<file path="config.mk">
export PLATFORM = sky130hd
export DESIGN_NAME = ctq_fifo
export DESIGN_NICKNAME = d
export VERILOG_FILES = /design/src/hdl/ctq_pkg.sv /design/src/hdl/ctq_fifo.sv
export SDC_FILE = /design/constraint.sdc
export NUM_CORES = 1
export LEC_CHECK = 0
export BUFFER_PORTS_ARGS = -buffer_cell sky130_fd_sc_hd__buf_2
export CORE_ASPECT_RATIO = 1.1
export CORE_MARGIN = 5
export CORE_UTILIZATION = 45
export DETAILED_ROUTE_END_ITERATION = 7
export PLACE_DENSITY = 0.8
export SYNTH_ARGS = -nofsm -noshare
export SYNTH_HDL_FRONTEND = slang
export SYNTH_SLANG_ARGS = --single-unit
</file>
<file path="constraint.sdc">
create_clock -name clk -period 13.8 [get_ports clk]
set_input_delay 2.76 -clock clk [delete_from_list [all_inputs] [get_ports clk]]
set_output_delay 2.76 -clock clk [all_outputs]
set_load 0.01 [all_outputs]
</file>
<file path="src/hdl/ctq_pkg.sv">
// ctq_pkg: types, constants and helpers shared by the conic subdivider.
// Depends on nothing; every other file in hdl/ imports it.
`default_nettype none
package ctq_pkg;

	localparam int MAX_LEVELS = 5;
	localparam int LEVEL_CAP  = 5;
	localparam int ONE_Q16    = 65536;
	localparam int DIV_W      = 54;
	localparam int LVL_W      = 3;
	localparam int TOL_RESET  = 16384;
	localparam int FIFO_DEPTH = 2;

	typedef struct packed {
		logic signed [31:0] start_x;
		logic signed [31:0] start_y;
		logic signed [31:0] ctrl_x;
		logic signed [31:0] ctrl_y;
		logic signed [31:0] end_x;
		logic signed [31:0] end_y;
		logic        [31:0] conic_weight;
	} in_t;

	typedef struct packed {
		logic signed [31:0] seg_start_x;
		logic signed [31:0] seg_start_y;
		logic signed [31:0] seg_ctrl_x;
		logic signed [31:0] seg_ctrl_y;
		logic signed [31:0] seg_end_x;
		logic signed [31:0] seg_end_y;
		logic               last_segment;
		logic        [5:0]  segment_total;
	} out_t;

	// classified request handed from front to back
	typedef struct packed {
		in_t              conic;
		logic [LVL_W-1:0] lvl;
	} job_t;

	// queue status seen by both sides
	typedef struct packed {
		logic full;
		logic empty;
	} q_stat_t;

endpackage
`default_nettype wire

</file>
<file path="src/hdl/ctq_fifo.sv">
// ctq_fifo: short request queue between the classifier and the subdivider.
// Depends on ctq_pkg.
`default_nettype none
module ctq_fifo import ctq_pkg::*; (
	input  wire logic clk,
	input  wire logic arst_n,
	input  wire logic push,
	input  wire job_t wr_job,
	input  wire logic pop,
	output job_t      rd_job,
	output q_stat_t   qstat
);
	localparam int PTR_W = $clog2(FIFO_DEPTH);

	job_t             mem_q [FIFO_DEPTH];
	logic [PTR_W-1:0] wp_q, rp_q;
	logic [PTR_W:0]   cnt_q;

	always_ff @(posedge clk or negedge arst_n) begin
		if (!arst_n) begin
			wp_q  <= '0;
			rp_q  <= '0;
			cnt_q <= '0;
		end else begin
			if (push) wp_q <= wp_q + 1'b1;
			if (pop)  rp_q <= rp_q + 1'b1;
			cnt_q <= cnt_q + (PTR_W+1)'(push) - (PTR_W+1)'(pop);
		end
	end

	always_ff @(posedge clk) begin
		if (push)
			mem_q[wp_q] <= wr_job;
	end

	assign rd_job      = mem_q[rp_q];
	assign qstat.full  = (cnt_q == (PTR_W+1)'(FIFO_DEPTH));
	assign qstat.empty = (cnt_q == '0);
endmodule
`default_nettype wire

</file>
==> summary.md, run 1 <==
| Metric | Value |
|---|---|
| Number of buffers added for setup after CTS | `0` |
| # setup viols final | `0` |
| Drt pass-1 iters | `4` |
| DP Area | `19370 sq um` |
| Final Cycle Share | `43.68%` |
| # fillers | `2829` |
| F_max | `0.1659 GHz` |
| Clk root buf | `clkbuf_16` |
| Clock skew | `0.009510 ns` |
| Minimum clock period | `6.028 ns` |
| CP Max Fanout | `80` |
| Post-synthesis mux area share | `15.34%` |
| Post-DR wirelength/cell | `20.18 microns` |
| Synth Area in XOR/XNOR | `0.2478%` |
| Mean post-synth cell area | `23.11 sq um` |
| PnR Total Power | `4.287 mW` |
| First-pass GRT wire length | `52320 microns` |
| Critical path data arrival time | `3.27 ns` |
| Top cell type's share of synthesized area | `81.81%` |
| Critical Path RT | `11.04 ns` |
| Crit path kind | `reg2out` |
| Final hold viol count | `0` |
| Min-Delay Path Class | `reg2reg` |
| Status | `finished, final reports clean` |
| Post-Syn Area | `16660 sq um` |
| Setup TNS | `0 ns` |
| Post-layout utilization of the core | `56.51%` |
| Largest cells by area after synthesis | `edfxtp_1, mux2_2, buf_6` |
| DR iter-0 viols | `333` |
| GPL Wtd Cong | `0.7645` |
| Worst-Skew Late Latency | `0.53 ns` |
| Simple-gate share of the synthesized area | `0.1352%` |
| Share of post-route cells with drive strength above 1 | `60.90%` |
| Synthesis-stage register bit count | `458` |
| Core Footprint | `36850 sq um` |
| Die width | `193.5 microns` |
| Pwr Density | `205.9 nW/um^2` |
| IO Count | `460` |
| Nets | `1443` |
| Final Slew Violations | `0` |
| Initial Util | `45.22%` |
| Initial antenna violation count | `9` |
| Synth Area in Compound Gates | `0%` |
| WHS | `0.5587 ns` |
| P&R area growth vs syn | `24.97%` |
| WL final | `35170 microns` |
| CTS Buffer Depth | `3` |
| Port buffer count | `459` |
| Total number of vias | `8518` |
| Grt ovf | `0` |
| TritonCTS clock tree | `done` |
| RSZ-0062 raised after global routing | `false` |
| Largest family of logic cells by synthesized area | `multiplexers` |
| DRC errors left | `0` |
| Post-CTS sizing | `0` |
| Seq/Total Area, Yosys | `82.41%` |
| Num CTS Buffers | `45` |
| Largest net degree at the start of global routing | `81` |
| Max cap viols | `0` |
| Detailed placement HPWL | `23770 microns` |
| Synth warnings | `0` |
| Clock sink count | `458` |
| Post-synthesis adder-cell area fraction | `0.1502%` |
| Slew headroom | `27.77%` |
| Vias in the first global route | `9102` |
| Vias per cell | `4.887` |
| Cells after synthesis | `721` |
| Routed Antenna Nets | `0` |
| Synth cell types | `12` |
| Die Y | `211.8 microns` |
| Row cnt | `74` |
| Total GRT Usage | `16.41%` |
| Final Cell Area | `20830 sq um` |
| # H-tree levels | `2` |
| Die area | `40980 sq um` |
| Leakage Power | `7.805 nW` |
| Post-Syn Nets | `954` |
| Cell taking the most area after synthesis | `edfxtp_1` |
| VDD IR-drop max | `0.1446 mV` |
| Slew @ Worst Pin | `1.083 ns` |
| CP Launch Type | `flop` |
| Reg clk slew, reported paths | `0.06 ns` |
| Worst Setup End Kind | `primary output` |
| Cts hold-fix bufs | `0` |
## synthesized netlist by cell type
| library cell | n |
|---|---|
| edfxtp_1 | 454 |
| mux2_2 | 227 |
| buf_6 | 24 |
| dfrtp_1 | 4 |
| ha_1 | 2 |
| inv_1 | 2 |
| nor2b_1 | 2 |
| xor2_1 | 2 |
| and2_1 | 1 |
| buf_4 | 1 |
| nor2_1 | 1 |
| xor3_1 | 1 |
## power breakdown
group          internal, mW  total (mW)  switching [mW]
logic                 0.530        1.15           0.621
clock network         0.705        1.19           0.482
registers              1.85        1.95           0.101
total                  3.08        4.29            1.20
## cell type report
cell class / instances / area, sq um / share of cell area (%)
antenna: 6 / 15.01 / 0.07210
tap: 494 / 618.1 / 2.968
multi-input combinational: 236 / 2655 / 12.75
clock inverter: 22 / 240.2 / 1.154
inverter: 2 / 7.507 / 0.03605
timing repair buffer: 467 / 2357 / 11.32
sequential: 458 / 13740 / 65.96
clock buffer: 58 / 1195 / 5.738
## final timing paths
| check | from | to | slack (ns) | cells past startpoint |
|---|---|---|---|---|
| worst max-delay path | rp_q | rd_job[142] | 7.77 | 3 |
| worst min-delay path | wp_q | wp_q | 0.56 | 1 |
| worst max register to register | wp_q | mem_q[1][114] | 11.08 | 2 |
| worst min register to register | wp_q | wp_q | 0.56 | 1 |
| max in group asynchronous | arst_n | rp_q | 11.62 | 1 |
| min in group asynchronous | arst_n | rp_q | 2.03 | 1 |
## cells by family after synthesis
logic type    count (synthesis)
flops                       458
mux                         227
buf+inv                      27
simple gates                  4
xor+xnor                      3
fa+ha+maj                     2
## per-layer routing
metal  GRT usage, %  vias up  routed length, microns
met1          18.65     4240                   12800
li1               -     3880                       -
met3          5.411       55                    2811
met4          4.835        4                     798
met2          29.72      339                   18740
met5              0        -                      14
## flip-flops by register name (all words and copies together) (netlist names)
register	flops
rp_q	1
cnt_q	2
wp_q	1
mem_q	454
## metrics by stage
step	cells	worst slack, ns
after floorplan	721	0.4175
after global placement	1657	8.263
after detailed placement	1657	8.285
after CTS	1737	7.683
after global routing	1742	7.564
final	1743	7.772
## worst max-delay path, stage by stage (launching register included)
cell	delay, ns
dfrtp_4	1.13
buf_4	0.90
mux2_2	0.43
buf_2	0.15
## placed cells by master, fill, tap and decap left out, types with 3 or more instances in the layout
cell type,instances
buf_2,459
buf_4,8
bufinv_16,5
clkbuf_1,11
clkbuf_16,45
clkinv_1,9
clkinv_2,4
dfrtp_1,3
diode_2,6
edfxtp_1,454
mux2_2,227
No activity file was read; power rests on OpenSTA's default activity.
==> run 2, diff against run 1 <==
Settings changed: ABC_AREA set to 1, PLACE_DENSITY 0.8 to 0.83.
Clock period 13.8 ns to 4.9 ns, I/O delays scaled along.
==> run 2 against run 1 <==
Effect of this change:
- cell area is 2.2% higher
- first-iteration DRC count grew 66%
- combinational power grew to 3.1 times the previous value
- non-clock buffer count is 6 higher
- critical path type unchanged
- highest routed layer unchanged
==> summary.md, run 2 <==
| Metric | Value |
|---|---|
| Switch Pwr | `3.991 mW (+230%)` |
| Top cell type's share of synthesized area | `79.73% (-2.1 points)` |
| Vias in the first global route | `10860 (+19%)` |
| Reg clk slew, reported paths | `0.06 ns (about the same)` |
| Worst Setup End Kind | `primary output` |
| Final Cycle Share | `67.46%` |
| Synth Area in Compound Gates | `6.644% (+6.6 points)` |
| Post-DR wirelength/cell | `17.16 microns (-15%)` |
| Post-CTS sizing | `0 (unchanged)` |
| Crit-path cells | `buf_12, o21ai_0, buf_2` |
| Ys flop type | `edfxtp_1` |
| Vias per cell | `4.728 (-3.3%)` |
| Number of buffers added for setup after CTS | `0 (unchanged)` |
| Pwr Density | `583.5 nW/um^2 (+180%)` |
| Logic gate share of total power | `29.0% (+2.1 points)` |
| Post-Syn Area | `17100 sq um (+2.6%)` |
| GRT busiest layer | `met2` |
| Critical path's slowest cell | `dfrtp_4` |
| Slew headroom | `23.31% (-4.5 points)` |
| Post-synthesis mux area share | `0% (-15 points)` |
| Leakage Power | `9.057 nW (+16%)` |
| Synth warnings | `0 (unchanged)` |
| F_max | `0.3025 GHz` |
| Num CTS Buffers | `43 (-4.4%)` |
| Total number of vias | `10480 (+23%)` |
| Sequential power share | `43.7% (-1.8 points)` |
| Synthesis-stage register bit count | `458 (unchanged)` |
| Post-synth EDFFs | `454 (unchanged)` |
| Synth cell types | `13 (+1)` |
| WL final | `38020 microns (+8.1%)` |
| Cells after synthesis | `1211 (+68%)` |
| TritonCTS clock tree | `done` |
| Most flops, register | `mem_q` |
| Post-synthesis adder-cell area fraction | `0.1463% (-0.0038 points)` |
| WHS | `0.2458 ns (-0.3130 ns)` |
| CP Max Fanout | `136 (+70%)` |
| Post-Syn Nets | `1444 (+51%)` |
| VDD IR-drop max | `0.4958 mV (+240%)` |
| DRC errors left | `0 (unchanged)` |
| Detailed placement HPWL | `26560 microns (+12%)` |
| Most frequent cells in the layout | `buf_2, edfxtp_1, inv_1, nand2_1, o21ai_0` |
| Final Slew Violations | `0 (unchanged)` |
| Clk root buf | `clkbuf_16` |
| Initial antenna violation count | `11 (+2)` |
| Grt ovf | `0 (unchanged)` |
| Slew @ Worst Pin | `1.148 ns (+0.06438 ns)` |
| Largest net degree at the start of global routing | `137 (+69%)` |
| P&R area growth vs syn | `24.46%` |
| Min-Delay Path Class | `in2async` |
| # fillers | `2901 (+2.5%)` |
| Initial Util | `45.21% (about the same)` |
| Die width | `195.9 microns (+1.2%)` |
| Routed Antenna Nets | `0 (unchanged)` |
| Fraction of registers with async set/reset | `0.8734% (unchanged)` |
| Max reg flops | `454 (unchanged)` |
| Seq/Total Area, Yosys | `80.32% (-2.1 points)` |
| Clock skew | `0.01222 ns (+0.002709 ns)` |
| Status | `finished, final reports clean` |
| Clock sink count | `458 (unchanged)` |
| Minimum clock period | `3.306 ns` |
| Post-layout utilization of the core | `56.27% (-0.24 points)` |
| Mean post-synth cell area | `14.12 sq um (-39%)` |
| Cell taking the most area after synthesis | `edfxtp_1` |
| Most common cell in the netlist | `edfxtp_1` |
| Internal power | `8.427 mW (+170%)` |
| Critical Path RT | `3.92 ns (-7.12 ns)` |
| Simple-gate share of the synthesized area | `5.210% (+5.1 points)` |
| Met1 Resource Use GR | `18.65% (about the same)` |
| Cts hold-fix bufs | `0 (unchanged)` |
| Drt pass-1 iters | `5 (+1)` |
| Final hold viol count | `0 (unchanged)` |
| RSZ-0062 raised after global routing | `false` |
| GPL Wtd Cong | `0.8629 (+13%)` |
| First-pass GRT wire length | `57410 microns (+9.7%)` |
| Die area | `42000 sq um (+2.5%)` |
| Largest cells by area after synthesis | `edfxtp_1, inv_1, nand2_1` |
| Nets | `1911 (+32%)` |
| Setup TNS | `0 ns (unchanged)` |
| # setup viols final | `0 (unchanged)` |
| Worst-Skew Late Latency | `0.53 ns (about the same)` |
| # H-tree levels | `2 (unchanged)` |
| Share of post-route cells with drive strength above 1 | `31.54% (-29 points)` |
| Post-synth top cells | `edfxtp_1, inv_1, nand2_1` |
| Most common cell after layout, fill and taps aside | `buf_2` |
| Crit path kind | `reg2out` |
| Row cnt | `75 (+1.4%)` |
| Max cap viols | `0 (unchanged)` |
| Port buffer count | `459 (unchanged)` |
| Top Registers | `mem_q: 454 flops, cnt_q: 2 flops` |
| Sw Ratio | `32.14% (+4.1 points)` |
| Largest family of logic cells by synthesized area | `buffers and inverters` |
| DR iter-0 viols | `553 (+66%)` |
| Critical path data arrival time | `2.33 ns (-0.94 ns)` |
| Total GRT Usage | `17.40% (+0.99 points)` |
| Die Y | `214.4 microns (+1.2%)` |
| FF-to-FF setup slack | `2.46 ns (-8.62 ns)` |
| CP max stage delay | `0.77 ns (-0.36 ns)` |
| Clock Power Share | `27.3% (-0.4 points)` |
| Met3 usage | `5.563% (+0.15 points)` |
| Synth Area in XOR/XNOR | `0.1024% (-0.15 points)` |
| IO Count | `460 (unchanged)` |
| CTS Buffer Depth | `3 (unchanged)` |
| Core Footprint | `37820 sq um (+2.6%)` |
| Met2 Usage GRT | `31.36% (+1.6 points)` |
| CP Launch Type | `flop` |
[run 2: logic make-up after synthesis]
logic type,after synthesis
XOR/XNOR,2
buffers and inverters,285
AO/OA/AOI/OAI,227
adder cells (fa/ha/maj),2
flip-flops,458
AND/OR/NAND/NOR,237
[run 2: area by class of cell]
type	instances	area [sq um]	share of cell area, %
repair buffers	473	2490	11.70
well taps	500	625.6	2.940
clock buffers	55	1164	5.468
clock inverters	21	289.0	1.358
multi-input cells	468	2077	9.760
flip-flops and latches	458	13740	64.55
inverters	234	882.1	4.145
diodes	7	17.52	0.08231
[run 2: path summary, 6_finish.rpt]
path | depth (start not counted) | to | startpoint
min in group clk | 1 | wp_q | wp_q
worst min-delay path | 1 | rp_q | arst_n
worst max-delay path | 3 | rd_job[28] | rp_q
worst min register to register | 1 | wp_q | wp_q
max in group asynchronous | 1 | rp_q | arst_n
worst max register to register | 3 | mem_q[1][159] | wp_q
[run 2: metal layers]
layer | up-vias | part of all wire, % | routed length (microns)
met3 | 100 | 9.3 | 3534
met2 | 440 | 52 | 19700
li1 | 5033 | - | -
met5 | - | 0.13 | 48
met1 | 4896 | 34 | 13090
met4 | 8 | 4.4 | 1658
[run 2: worst max-delay path: cells and delay by family (launching register included)]
kind            cells  cell delay (ns)
flops               1             0.77
compound gates      1             0.29
buf+inv             2             0.63
[run 2: power groups by stage]
stage               registers [mW]  logic, mW  clock network [mW]
global route                  5.49       3.98                3.65
detailed placement            5.51       3.64                   0
global placement              5.47       3.54                   0
floorplan                     5.50       2.23                   0
CTS                           5.44       3.67                3.47
finish                        5.43       3.60                3.39
[run 2: per-stage QoR]
step                power [mW]  instances  setup slack (ns)  area [sq um]
global route             13.12       2216             1.446         21280
finish                   12.42       2216             1.595         21280
CTS                      12.57       2209             1.590         21260
global placement         9.009       2133             1.731         19810
floorplan                7.728       1211           0.05681         17110
detailed placement       9.148       2133             1.726         19810
